`src/rtl/core/skf_pkg.sv`:
```
// types and constants of the scalar kalman filter
package skf_pkg;

    localparam int unsigned GAIN_BITS = 16;
    localparam logic [16:0] GAIN_ONE  = 17'h10000;
    localparam int unsigned STEPS     = 17;

    localparam logic [1:0] CFG_PROCESS_NOISE     = 2'd0;
    localparam logic [1:0] CFG_MEASUREMENT_NOISE = 2'd1;
    localparam logic [1:0] CFG_INITIAL_ESTIMATE  = 2'd2;

    typedef enum logic [6:0] {
        S_IDLE = 7'b0000001,
        S_PRED = 7'b0000010,
        S_DEN  = 7'b0000100,
        S_DIV  = 7'b0001000,
        S_GAIN = 7'b0010000,
        S_MUL  = 7'b0100000,
        S_UPD  = 7'b1000000
    } t_state;

endpackage

```
`src/rtl/core/scalar_kalman_filter_unit.sv`:
```
// one-dimensional kalman filter on a stream of signed fixed-point measurements
//
// usage
//   input items arrive on s_axis: tdata is the signed measurement, tuser the
//   restart flag. results leave on m_axis: tdata holds the estimate in bits
//   31:0 and the gain (q1.16, 65536 is 1.0) in bits 48:32.
//   the user must write noise variances and the restart estimate on the cfg
//   port while idle only (not enforced); index 0 q, 1 r, 2 initial estimate.
// processing
//   an update item passes from acceptance to the output register through the
//   predict step, the denominator step, 17 steps of the bit-serial restoring
//   divider, the gain step, 17 steps of two shift-add multipliers running
//   side by side, and the update step. a restart item goes straight to update.
//   s_axis_tready is high again once the result is in the output register,
//   so the next item is taken only after the last one is through.
// reset
//   synchronous, active low: registers go to q = 66, r = 65536, initial
//   estimate 0, estimate 0 and covariance 1.0.
// stall
//   one result waits in the output register while the next item is taken;
//   a second finished result holds in the update step until it drains.
module scalar_kalman_filter_unit
    import skf_pkg::*;
#(
    parameter int unsigned FRAC_BITS = 16
) (
    input  logic        i_clk,
    input  logic        i_rst_n,
    // configuration write port
    input  logic        i_cfg_we,
    input  logic [1:0]  i_cfg_addr,
    input  logic [31:0] i_cfg_wdata,
    // input items
    input  logic        s_axis_tvalid,
    output logic        s_axis_tready,
    input  logic [31:0] s_axis_tdata,   // measurement[31:0]
    input  logic        s_axis_tuser,   // restart[0]
    // result items
    output logic        m_axis_tvalid,
    input  logic        m_axis_tready,
    output logic [55:0] m_axis_tdata    // estimate[31:0], gain[48:32], zero fill
);

    // covariance value 1.0 in the data format
    localparam logic [31:0] COV_ONE = 32'(64'd1 << FRAC_BITS);

    t_state      r_state, n_state;
    logic [4:0]  r_cnt, n_cnt;
    logic        r_restart, n_restart;

    // configuration registers
    logic [30:0] r_q, n_q;
    logic [30:0] r_r, n_r;
    logic [31:0] r_x0, n_x0;

    // filter state
    logic [31:0] r_est, n_est;
    logic [31:0] r_cov, n_cov;

    // working registers
    logic [32:0] r_diff, n_diff;   // measurement, then m - x
    logic [31:0] r_p1, n_p1;       // predicted covariance
    logic [32:0] r_den, n_den;     // p1 + r
    logic [33:0] r_rem, n_rem;     // divider remainder
    logic [16:0] r_quo, n_quo;     // divider quotient bits
    logic [16:0] r_k, n_k;         // gain of this item
    logic [50:0] r_pa, n_pa;       // (m - x) * k, multiplier bits in the low end
    logic [49:0] r_pb, n_pb;       // (1 - k) * p1, same layout

    // output register
    logic        r_out_valid, n_out_valid;
    logic [55:0] r_out_data, n_out_data;

    logic [32:0] w_pq;
    logic [32:0] w_den_sum;
    logic        w_ge;
    logic [33:0] w_rsub;
    logic [33:0] w_sa;
    logic [33:0] w_sb;
    logic [35:0] w_xsum;
    logic [31:0] w_xsat;
    logic [33:0] w_pnew;
    logic [16:0] w_kgain;
    logic        w_out_free;
    logic        w_commit;

    assign s_axis_tready = (r_state == S_IDLE);
    assign m_axis_tvalid = r_out_valid;
    assign m_axis_tdata  = r_out_data;

    assign w_out_free = !r_out_valid || m_axis_tready;
    assign w_commit   = (r_state == S_UPD) && w_out_free;

    // predict: p + q, saturated later
    assign w_pq      = {1'b0, r_cov} + {2'b0, r_q};
    assign w_den_sum = {1'b0, r_p1} + {2'b0, r_r};

    // one restoring division step
    assign w_ge   = (r_rem >= {1'b0, r_den});
    assign w_rsub = w_ge ? (r_rem - {1'b0, r_den}) : r_rem;

    // one shift-add step of each multiplier
    assign w_sa = r_pa[50:17] + (r_pa[0] ? {r_diff[32], r_diff} : 34'd0);
    assign w_sb = {1'b0, r_pb[49:17]} + (r_pb[0] ? {2'b0, r_p1} : 34'd0);

    // x + round(d / 65536), rounding bit enters as a carry
    assign w_xsum = {{4{r_est[31]}}, r_est} + {r_pa[50], r_pa[50:16]}
                    + {35'd0, r_pa[15]};
    assign w_xsat = (w_xsum[35:31] == 5'b00000 || w_xsum[35:31] == 5'b11111)
                    ? w_xsum[31:0]
                    : (w_xsum[35] ? 32'h8000_0000 : 32'h7FFF_FFFF);
    assign w_pnew = r_pb[49:16] + {33'd0, r_pb[15]};

    // zero denominator gives gain 1.0
    assign w_kgain = (r_den == 33'd0) ? GAIN_ONE
                   : ((r_quo > GAIN_ONE) ? GAIN_ONE : r_quo);

    always_comb begin
        n_state     = r_state;
        n_cnt       = r_cnt;
        n_restart   = r_restart;
        n_q         = r_q;
        n_r         = r_r;
        n_x0        = r_x0;
        n_est       = r_est;
        n_cov       = r_cov;
        n_diff      = r_diff;
        n_p1        = r_p1;
        n_den       = r_den;
        n_rem       = r_rem;
        n_quo       = r_quo;
        n_k         = r_k;
        n_pa        = r_pa;
        n_pb        = r_pb;
        n_out_valid = r_out_valid;
        n_out_data  = r_out_data;

        if (r_out_valid && m_axis_tready) begin
            n_out_valid = 1'b0;
        end

        if (i_cfg_we) begin
            case (i_cfg_addr)
                CFG_PROCESS_NOISE:     n_q  = i_cfg_wdata[30:0];
                CFG_MEASUREMENT_NOISE: n_r  = i_cfg_wdata[30:0];
                CFG_INITIAL_ESTIMATE:  n_x0 = i_cfg_wdata;
                default: ;
            endcase
        end

        case (r_state)
            S_IDLE: begin
                if (s_axis_tvalid) begin
                    n_restart = s_axis_tuser;
                    n_diff    = {s_axis_tdata[31], s_axis_tdata};
                    n_state   = s_axis_tuser ? S_UPD : S_PRED;
                end
            end
            S_PRED: begin
                n_p1    = w_pq[32] ? 32'hFFFF_FFFF : w_pq[31:0];
                n_diff  = r_diff - {r_est[31], r_est};
                n_state = S_DEN;
            end
            S_DEN: begin
                n_den   = w_den_sum;
                n_rem   = {2'b0, r_p1};
                n_quo   = 17'd0;
                n_cnt   = 5'd0;
                n_state = S_DIV;
            end
            S_DIV: begin
                n_quo = {r_quo[15:0], w_ge};
                n_rem = {w_rsub[32:0], 1'b0};
                n_cnt = r_cnt + 5'd1;
                if (r_cnt == 5'(STEPS - 1)) begin
                    n_state = S_GAIN;
                end
            end
            S_GAIN: begin
                n_k     = w_kgain;
                n_pa    = {34'd0, w_kgain};
                n_pb    = {33'd0, GAIN_ONE - w_kgain};
                n_cnt   = 5'd0;
                n_state = S_MUL;
            end
            S_MUL: begin
                n_pa  = {w_sa[33], w_sa, r_pa[16:1]};
                n_pb  = {w_sb, r_pb[16:1]};
                n_cnt = r_cnt + 5'd1;
                if (r_cnt == 5'(STEPS - 1)) begin
                    n_state = S_UPD;
                end
            end
            S_UPD: begin
                if (w_out_free) begin
                    n_out_valid = 1'b1;
                    if (r_restart) begin
                        n_est      = r_x0;
                        n_cov      = COV_ONE;
                        n_out_data = {7'd0, 17'd0, r_x0};
                    end else begin
                        n_est      = w_xsat;
                        n_cov      = w_pnew[31:0];
                        n_out_data = {7'd0, r_k, w_xsat};
                    end
                    n_state = S_IDLE;
                end
            end
            default: begin
                n_state = S_IDLE;
            end
        endcase
    end

    always_ff @(posedge i_clk) begin
        if (!i_rst_n) begin
            r_state     <= S_IDLE;
            r_cnt       <= 5'd0;
            r_restart   <= 1'b0;
            r_q         <= 31'd66;
            r_r         <= 31'd65536;
            r_x0        <= 32'd0;
            r_est       <= 32'd0;
            r_cov       <= COV_ONE;
            r_out_valid <= 1'b0;
        end else begin
            r_state     <= n_state;
            r_cnt       <= n_cnt;
            r_restart   <= n_restart;
            r_q         <= n_q;
            r_r         <= n_r;
            r_x0        <= n_x0;
            r_est       <= n_est;
            r_cov       <= n_cov;
            r_out_valid <= n_out_valid;
        end
    end

    always_ff @(posedge i_clk) begin
        r_diff     <= n_diff;
        r_p1       <= n_p1;
        r_den      <= n_den;
        r_rem      <= n_rem;
        r_quo      <= n_quo;
        r_k        <= n_k;
        r_pa       <= n_pa;
        r_pb       <= n_pb;
        r_out_data <= n_out_data;
    end

    // gain on the output never exceeds 1.0
    a_gain_range: assert property (@(posedge i_clk) disable iff (!i_rst_n)
        m_axis_tvalid |-> (m_axis_tdata[48:32] <= GAIN_ONE))
        else $error("gain above 1.0 on output");

    // divider remainder stays no higher than twice the denominator
    a_rem_bound: assert property (@(posedge i_clk) disable iff (!i_rst_n)
        (r_state == S_DIV) |-> (r_rem <= {r_den, 1'b0}))
        else $error("divider remainder out of range");

    // an update never grows the covariance beyond its prediction
    a_cov_shrinks: assert property (@(posedge i_clk) disable iff (!i_rst_n)
        (w_commit && !r_restart) |=> (r_cov <= $past(r_p1)))
        else $error("covariance grew in update");

    // a restart delivers zero gain and the loaded estimate
    a_restart_out: assert property (@(posedge i_clk) disable iff (!i_rst_n)
        (w_commit && r_restart) |=>
            (m_axis_tvalid && m_axis_tdata[48:32] == 17'd0
             && m_axis_tdata[31:0] == $past(r_x0)))
        else $error("restart result wrong");

    // no new item is taken while a finished result is stuck in the update step
    a_hold_update: assert property (@(posedge i_clk) disable iff (!i_rst_n)
        ((r_state == S_UPD) && !w_out_free) |=> (r_state == S_UPD))
        else $error("update step left while output busy");

endmodule
```
`config.mk`:
```
export PLATFORM = sky130hd
export DESIGN_NAME = scalar_kalman_filter_unit
export DESIGN_NICKNAME = d
export VERILOG_FILES = /design/src/rtl/core/skf_pkg.sv /design/src/rtl/core/scalar_kalman_filter_unit.sv
export SDC_FILE = /design/constraint.sdc
export NUM_CORES = 1
export LEC_CHECK = 0
export BUFFER_PORTS_ARGS = -buffer_cell sky130_fd_sc_hd__buf_2
export CAP_MARGIN = 10
export CORE_ASPECT_RATIO = 0.6
export CORE_MARGIN = 10
export CORE_UTILIZATION = 25
export CTS_BUF_LIST = sky130_fd_sc_hd__clkbuf_4
export DETAILED_ROUTE_END_ITERATION = 8
export PLACE_DENSITY_LB_ADDON = 0.15
export SLEW_MARGIN = 10
export SYNTH_ARGS = -nofsm -noshare
export SYNTH_HDL_FRONTEND = slang
export SYNTH_SLANG_ARGS = --single-unit
```
`constraint.sdc`:
```
create_clock -name i_clk -period 16.93 [get_ports i_clk]
set_input_delay 2.5395 -clock i_clk [delete_from_list [all_inputs] [get_ports i_clk]]
set_output_delay 2.5395 -clock i_clk [all_outputs]
set_load 0.02 [all_outputs]
```
### Word level (Yosys, flattened, before mapping)

Index checks and enable logic that the tools add are counted.

| word-level totals | value |
|---|---|
| bits in registers | 495 |
| bits in latches | 0 |
| memory bits (writable) | 0 |
| memory bits (read-only) | 0 |
| bits of input ports | 72 |
| output and inout port bits | 58 |
| logic and storage cells | 93 |
| memories | 0 |

| cells by class | value |
|---|---|
| add/subtract/negate cells | 11 |
| multiply operators | 0 |
| div/mod/pow operators | 0 |
| order comparisons | 2 |
| eq/ne operators | 15 |
| shifts and indexed selects | 0 |
| mux-type cells | 26 |
| bitwise gates (word level) | 0 |
| reductions and logical operators | 20 |

Operator list:

| operator | count |
|---|---|
| 32-bit 2-to-1 mux | 6 |
| 51-bit one-hot mux with 2 select lines | 1 |
| 50-bit one-hot mux with 2 select lines | 1 |
| 34-bit one-hot mux with 2 select lines | 1 |
| 32-bit by 31-bit adder with 33-bit output | 2 |
| 33-bit 2-to-1 mux | 2 |
| 33-bit one-hot mux with 2 select lines | 1 |
| 33-bit subtractor | 2 |
| 7-bit one-hot mux with 7 select lines | 1 |
| 32-bit by 35-bit adder with 36-bit output | 1 |
| 36-bit by 1-bit adder with 36-bit output | 1 |
| 7-bit 2-to-1 mux | 5 |
| 33-bit by 32-bit adder with 34-bit output | 1 |
| 34-bit adder | 1 |
| 34-bit by 33-bit greater-or-equal comparator with 1-bit output | 1 |
| 17-bit 2-to-1 mux | 2 |
| 34-bit 2-to-1 mux | 1 |
| 17-bit one-hot mux with 2 select lines | 1 |
| 33-bit zero test | 1 |
| 32-bit by 1-bit adder with 32-bit output | 1 |
| 17-bit greater-than comparator (second input constant) | 1 |
| 17-bit subtractor (first input constant) | 1 |
| 2-bit AND reduction | 6 |
| 5-bit equality test (second input constant) | 2 |
| 21 further kinds | 31 |

### Depth between registers and ports, before layout

Gate-level depths: netlist (run 1).

| logic depth | value |
|---|---|
| depth in word-level cells | 6 |
| depth in mapped cells | 15 |
| depth with buffers taken out | 14 |

### Worst setup path after synthesis (run 1)

No wires, ideal clock.

| timing | value |
|---|---|
| kind | register -> register |
| start point | register r_state[6] |
| end point | register r_pa[0], enable pin |
| library setup time | 475 ps |
| data arrival time | 5053 ps |
| required time | 16455 ps |
| slack | 11402 ps |
| cell stages (with the launch flop) | 5 |
| buffers on the path | 0 |
| period minus slack after synthesis | 5528 ps |
| path through | dfxtp_1 > or3_1 > or3_1 > nor3b_1 > nand2b_1 |

| between the ends | value |
|---|---|
| word-level cells in the longest chain between the ends | 2 |
| elaborated cells on any way between the ends | 3 |
| those cells by class | 2 x eq/ne; 1 x reduce/logical |

Ends and longest elaborated chain:

| item | RTL line | RTL |
|---|---|---|
| start: declaration | scalar_kalman_filter_unit.sv:47 | `t_state r_state, n_state;` |
| start signal: assignment | scalar_kalman_filter_unit.sv:227 | `r_state <= n_state;` |
| 7-bit by 6-bit equality test with 1-bit output / 7-bit by 5-bit equality test with 1-bit output (equally long branches) | scalar_kalman_filter_unit.sv:151 | `case (r_state)` |
| 2-bit nonzero test (no source line) (*) | -- |  |
| end signal: assignment | scalar_kalman_filter_unit.sv:246 | `r_pa <= n_pa;` |
| end: declaration | scalar_kalman_filter_unit.sv:67 | `logic [50:0] r_pa, n_pa;` |

Every way passes the cells marked *; elsewhere a longest branch is shown, timed or not.
A chain may end at the register's enable or synchronous reset.

### Final worst setup path (run 1)

| timing | value |
|---|---|
| start point | register r_state[6] |
| end point | output s_axis_tready |

| between the ends | value |
|---|---|
| word-level cells in the longest chain between the ends | 1 |

Ends and longest elaborated chain:

| item | RTL line | RTL |
|---|---|---|
| 7-bit by 1-bit equality test with 1-bit output | scalar_kalman_filter_unit.sv:87 | `assign s_axis_tready = (r_state == S_IDLE);` |
| end: declaration | scalar_kalman_filter_unit.sv:35 | `output logic s_axis_tready,` |

Every way passes these cells.

==> results of run 1 <==
[worst register-to-register path, delay by kind of cell, from the launching register on]
family                   cells  cell delay (ns)
AO/OA/AOI/OAI                8             1.91
AND/OR/NAND/NOR              2             1.14
adder cells (fa/ha/maj)      2             0.64
buffers and inverters        3             0.57
flip-flops                   1             0.37
[logic make-up after synthesis]
| family | count (synthesis) |
|---|---|
| AOI/OAI and AO/OA | 956 |
| xor gates and xnor gates | 193 |
| adders and majority gates | 238 |
| buffers and inverters | 297 |
| DFF | 487 |
| muxes | 32 |
| other | 1 |
| and+or+nand+nor | 1268 |
[registers in the layout, summed over array words and instances, names as in the netlist, 31 cells and up]
signal / flops
r_est: 32
r_diff: 33
r_pb: 50
m_axis_tdata: 49
r_x0: 32
r_cov: 32
r_pa: 50
r_q: 31
r_den: 33
r_p1: 32
r_r: 31
r_rem: 34
[stage by stage]
stage	setup WS [ns]	hold slack, ns	cells
2_1_floorplan	11.40	0.440	3478
3_3_place_gp	11.94	0.454	5184
3_5_place_dp	11.97	0.460	5186
4_1_cts	11.58	0.469	5428
5_1_grt	11.47	0.491	5434
6_report	11.74	0.462	5439
[synthesized netlist by cell type (74+ instances only)]
| cell | n |
|---|---|
| xnor2_1 | 119 |
| dfxtp_1 | 172 |
| o21ai_0 | 177 |
| clkbuf_1 | 106 |
| nor2_1 | 191 |
| edfxtp_1 | 315 |
| nor2b_1 | 116 |
| a21oi_1 | 209 |
| ha_1 | 230 |
| a21boi_0 | 115 |
| a21o_1 | 114 |
| inv_1 | 162 |
| and2_1 | 101 |
| xor2_1 | 74 |
| nand3_1 | 90 |
| nand2_1 | 503 |
[routing by layer]
layer | vias to the layer above | global-route usage (%) | share of wire (%)
li1 | 13000 | - | -
met1 | 12400 | 24.1 | 56
met2 | 680 | 17.6 | 36
met3 | 119 | 2.87 | 6.3
met4 | 0 | 3.51 | 1.5
met5 | - | 0 | 0
[worst max path at each step]
stage | end | slack, ns | cells after the start | from
floorplan | r_pa[0]$_DFFE_PP_ | 11.40 | 4 | r_state[6]$_SDFFE_PN0P_
detailed placement | r_est[27]$_SDFFE_PN0P_ | 11.97 | 9 | m_axis_tready
CTS | s_axis_tready | 11.58 | 5 | r_state[6]$_SDFFE_PN0P_
global placement | r_est[29]$_SDFFE_PN0P_ | 11.94 | 9 | m_axis_tready
finish | s_axis_tready | 11.74 | 5 | r_state[6]$_SDFFE_PN0P_
global route | s_axis_tready | 11.47 | 5 | r_state[6]$_SDFFE_PN0P_
[layout make-up]
class | instances | area [sq um]
Antenna cell | 11 | 27.5
Clock buffer | 209 | 1570
Clock inverter | 33 | 354
Fill cell | 13400 | 88600
Inverter | 163 | 614
Multi-Input combinational cell | 2694 | 17600
Sequential cell | 487 | 12900
Tap cell | 1683 | 2110
Timing Repair Buffer | 159 | 891
[where the power goes]
group | internal [mW] | switching [mW]
logic | 0.138 | 0.236
clock network | 0.683 | 0.571
registers | 1.30 | 0.0279
[placed cells by master (no fill, tap or decap), drive strengths merged, types with 12 or more instances in the layout]
cell type	n
a211oi	43
a21boi	116
a21o	114
a21oi	211
a22oi	27
a31oi	36
and2	103
and3	33
buf	159
clkbuf	209
clkinv	21
dfxtp	172
edfxtp	315
ha	230
inv	164
mux2	12
mux2i	20
nand2	503
nand2b	33
nand3	90
nand3b	14
nand4	26
nor2	192
nor2b	116
nor3	65
nor3b	17
nor4	22
o211ai	39
o21a	36
o21ai	182
o21bai	23
o31ai	28
or3	17
xnor2	119
xor2	74
==> impl_metrics.env, run 1 <==
export IMPL_status="finished clean"
export IMPL_hp_start="r_x0[31]$_SDFFE_PN0P_"
export IMPL_cp_max_fo=5
export IMPL_placed_cell_area_sq_um=34200
export IMPL_numCtsBuffers=133
export IMPL_cts_sinks=487
export IMPL_grt_usage_pct=14.4
export IMPL_ys_seq_area_share_pct=40.8
export IMPL_dp_hpwl_um=81400
export IMPL_antenna_found_initial=15
export IMPL_fin_skew_ns=0.0668
export IMPL_clockBufferDepth=3
export IMPL_synth_compound_area_share_pct=20.1
export IMPL_yosysWarnings=0
export IMPL_cp_required_ns=14.39
export IMPL_area_growth_pct=14.2
export IMPL_drive_gt1_share_pct=11.9
export IMPL_num_vias=26200
export IMPL_cpPeakStageDelay_ns=0.41
export IMPL_crit_chain="or3_1 -> nor3_1 -> nand3b_1 -> inv_1 -> buf_2"
export IMPL_insertion_delay_ns=1.04
export IMPL_cp_top_family="simple AND/OR/NAND/NOR gates"
export IMPL_cts_tree="done"
export IMPL_cp_start_kind="flop"
export IMPL_hold_viol=0
export IMPL_vdd_drop_max_uv=58.0
export IMPL_fin_util_pct=28.9
export IMPL_avgSynthCellArea_sq_um=9.11
export IMPL_arrival_ns=2.65
export IMPL_yosys_area_share_simple_pct=19.3
export IMPL_drcViolationCount=0
export IMPL_powerDensity_nw_per_um2=82.0
export IMPL_synth_fa_ha_area_share_pct=9.61
export IMPL_dr_pass1_iters=6
export IMPL_holdPathStages=2
export IMPL_die_area_sq_um=142000
export IMPL_worstMarginPinSlew_ns=1.21
export IMPL_ys_ff_latch=487
export IMPL_rsz0062_at_grt="false"
export IMPL_grt_pass1_wl_um=157000
export IMPL_ios=130
export IMPL_path_class="flop to output port"
export IMPL_power_leakage_nw=14.8
export IMPL_num_nets_final=3948
export IMPL_rows=100
export IMPL_coreArea_sq_um=125000
export IMPL_netlist_area_leader_share_pct=29.9
export IMPL_finalCritPeriodShare_pct=30.6
export IMPL_cts_resized=0
export IMPL_place_gp_congestion=0.828
export IMPL_cap_violations=0
export IMPL_die_h_um=295
export IMPL_min_to="r_x0[31]$_SDFFE_PN0P_"
export IMPL_first_global_vias=24000
export IMPL_drt_initial_drc_count=2045
export IMPL_htreeDepth=4
export IMPL_slowest_stage="or3_1"
export IMPL_synth_area_sq_um=31600
export IMPL_synth_cell_types=86
export IMPL_post_synth_top_area_cell="edfxtp_1"
export IMPL_synthFlopType="edfxtp_1"
export IMPL_setup_viol=0
export IMPL_muxShareOfSynthArea_pct=1.06
export IMPL_min_path_type="flop to flop"
export IMPL_reg2reg_depth=15
export IMPL_design_area_sq_um=36100
export IMPL_worstSetupEndpointType="output port"
export IMPL_die_w_um=479
export IMPL_grt_ovfl_total=0
export IMPL_p_total_mw=2.96
export IMPL_crit_buf_inv=2
export IMPL_r2r_end="m_axis_tdata[6]$_DFFE_PP_"
export IMPL_async_reset_ff_share_pct=0
export IMPL_fin_crit_ns=5.19
export IMPL_clock_root_buffer="clkbuf_4"
export IMPL_io_buffers=122
export IMPL_cts_hold_buf=0
export IMPL_postCtsSetupBuffers=0
export IMPL_postRouteAntennaNets=0
export IMPL_setup_tns_ns=0
export IMPL_ys_top_cells_by_area="edfxtp_1, dfxtp_1, ha_1, nand2_1, a21oi_1"
export IMPL_start_util_pct=25.3
export IMPL_r2r_slack_ns=12.04
export IMPL_synth_edf_count=315
export IMPL_slew_headroom_pct=18.3
export IMPL_yosys_area_share_xor_xnor_pct=5.35
export IMPL_clk_pin_slew_ns=0.06
export IMPL_synth_top_family_by_area="compound AO/OA/AOI/OAI gates"
export IMPL_clock_fmax_mhz=193
export IMPL_wl_per_cell_um=19.4
export IMPL_grt_start_max_net_pins=65
export IMPL_syn_inst=3472
export IMPL_drv_slew=0
export IMPL_r2r_start="r_est[0]$_SDFFE_PN0P_"
export IMPL_viasPerCell=4.82
export IMPL_routed_wl_um=106000
Note: power is estimated with default switching activity, not from simulation.
==> run 2, diff against run 1 <==
clock period = 5.27 ns   (was 16.93 ns; I/O delays follow)
==> run 2 against run 1 <==
Net effect: setup slack worse by 11 ns; sequential power grew to 3.2 times the previous value; register-to-register slack worse by 11 ns; core utilization is 0.46 points higher; cell count is 1.4% higher; highest routed layer unchanged.
==> impl_metrics.env, run 2 (same netlist as run 1, synthesis figures left out) <==
export IMPL_start_util_pct=25.3
export IMPL_dp_hpwl_um=82200
export IMPL_coreArea_sq_um=125000
export IMPL_cpPeakStageDelay_ns=0.74
export IMPL_fin_skew_ns=0.0719
export IMPL_drcViolationCount=0
export IMPL_grt_start_max_net_pins=154
export IMPL_postRouteAntennaNets=0
export IMPL_io_buffers=122
export IMPL_seq_power_share_pct=46.5
export IMPL_drive_gt1_share_pct=11.8
export IMPL_clock_root_buffer="clkbuf_4"
export IMPL_place_gp_congestion=0.867
export IMPL_rsz0062_at_grt="false"
export IMPL_crit_chain="and2_1 -> ha_1 -> inv_1 -> fa_1 -> nor2b_1 -> o21ai_0 -> a21boi_0 -> o21ai_0 -> a211oi_1 -> buf_4 -> a32oi_1 -> a211oi_1 -> o41ai_1 -> nand3_1 -> nor3b_1"
export IMPL_htreeDepth=4
export IMPL_die_area_sq_um=142000
export IMPL_dr_pass1_iters=5
export IMPL_finalCritPeriodShare_pct=86.3
export IMPL_min_path_type="primary input to flop"
export IMPL_insertion_delay_ns=1.08
export IMPL_viasPerCell=4.80
export IMPL_postCtsSetupBuffers=0
export IMPL_met1_length_um=61800
export IMPL_reg_largest_list="r_pa (50), r_pb (50), m_axis_tdata (49)"
export IMPL_arrival_ns=5.35
export IMPL_num_nets_final=4029
export IMPL_setup_viol=0
export IMPL_cts_sinks=487
export IMPL_wl_per_cell_um=19.7
export IMPL_cp_start_kind="flop"
export IMPL_worstMarginPinSlew_ns=1.40
export IMPL_worstSetupEndpointType="flop"
export IMPL_ios=130
export IMPL_first_global_vias=25100
export IMPL_clockBufferDepth=3
export IMPL_grt_pass1_wl_um=163000
export IMPL_p_total_mw=9.22
export IMPL_vdd_drop_max_uv=207
export IMPL_power_frac_clock_pct=40.0
export IMPL_power_leakage_nw=15.0
export IMPL_grt_ovfl_total=0
export IMPL_fin_crit_ns=4.55
export IMPL_cts_tree="done"
export IMPL_fill_cells=13400
export IMPL_powerDensity_nw_per_um2=251
export IMPL_cap_violations=0
export IMPL_top_layer="met4"
export IMPL_slowest_stage="edfxtp_1"
export IMPL_antenna_found_initial=6
export IMPL_cp_max_fo=33
export IMPL_grt_usage_pct=15.0
export IMPL_internal_power_mw=6.44
export IMPL_wl_met3_um=6590
export IMPL_switching_share_pct=30.1
export IMPL_rows=100
export IMPL_netSwitchingPower_mw=2.77
export IMPL_num_vias=26500
export IMPL_clk_pin_slew_ns=0.07
export IMPL_drt_initial_drc_count=2212
export IMPL_clock_fmax_mhz=220
export IMPL_mostFrequentLayoutCell="nand2_1"
export IMPL_area_growth_pct=16.0
export IMPL_numCtsBuffers=132
export IMPL_cp_required_ns=6.07
export IMPL_slew_headroom_pct=6.75
export IMPL_status="finished clean"
export IMPL_path_class="flop to flop"
export IMPL_setup_tns_ns=0
export IMPL_die_h_um=295
export IMPL_comb_power_share_pct=13.5
export IMPL_mostFrequentLayoutCells="nand2_1, edfxtp_1, ha_1"
export IMPL_r2r_slack_ns=0.72
export IMPL_routed_wl_um=109000
export IMPL_hold_viol=0
export IMPL_met2RoutedLength_um=38900
export IMPL_drv_slew=0
export IMPL_die_w_um=479
## run 2: per-stage QoR
| stage | hold slack [ns] | util, % | instance area [sq um] | std cells | setup slack [ns] |
|---|---|---|---|---|---|
| 2_1_floorplan | 0.440 | - | 31600 | 3478 | 0.802 |
| 3_3_place_gp | 0.453 | 27.5 | 34300 | 5202 | 0.706 |
| 3_5_place_dp | 0.459 | 27.5 | 34300 | 5202 | 0.770 |
| 4_1_cts | 0.0144 | 29.4 | 36700 | 5509 | 0.723 |
| 5_1_grt | 0.0819 | 29.4 | 36700 | 5515 | 0.299 |
| 6_report | 0.181 | 29.4 | 36700 | 5516 | 0.723 |
## run 2: timing repair
action | in CTS | in global routing
hold endpoints to repair | 128 | 0
hold buffers | 66 | 0
gates resized for setup | 0 | 0
## run 2: cell type report
| type | instances | area (sq um) | area share, % |
|---|---|---|---|
| Sequential cell | 487 | 12900 | 35.2 |
| Multi-Input combinational cell | 2694 | 17600 | 48.0 |
| Inverter | 163 | 614 | 1.67 |
| Timing Repair Buffer | 241 | 1700 | 4.63 |
| Clock buffer | 195 | 1460 | 3.99 |
| Clock inverter | 46 | 258 | 0.703 |
| Antenna cell | 7 | 17.5 | 0.0478 |
| Tap cell | 1683 | 2110 | 5.74 |
## run 2: layer usage
| metal | vias up | global-route usage, % |
|---|---|---|
| met3 | 99 | 3.43 |
| met2 | 599 | 18.6 |
| met4 | 0 | 3.24 |
| li1 | 13200 | - |
| met5 | - | 0 |
| met1 | 12600 | 24.8 |
## run 2: critical path, delay by kind of cell, from the launching register on
kind,cells,cell delay [ns]
simple gates,4,0.63
flops,1,0.74
compound gates,7,2.26
fa+ha+maj,2,0.37
buf+inv,2,0.25
## run 2: final timing paths
path,depth (start not counted),to,from
setup / recovery,15,r_pa[48]$_SDFFCE_PN0P_,r_pa[0]$_DFFE_PP_
hold reg to reg,2,r_x0[15]$_SDFFE_PN0P_,r_x0[15]$_SDFFE_PN0P_
hold / removal,3,r_diff[14]$_DFFE_PP_,s_axis_tdata[14]
setup reg to reg,15,r_pa[48]$_SDFFCE_PN0P_,r_pa[0]$_DFFE_PP_
## run 2: power groups by stage
stage / logic, mW / registers [mW] / clock network, mW
2_1_floorplan: 0.839 / 4.34 / 0
3_3_place_gp: 1.20 / 4.38 / 0
3_5_place_dp: 1.20 / 4.38 / 0
4_1_cts: 1.25 / 4.29 / 3.85
5_1_grt: 1.39 / 4.30 / 4.05
6_report: 1.25 / 4.29 / 3.68
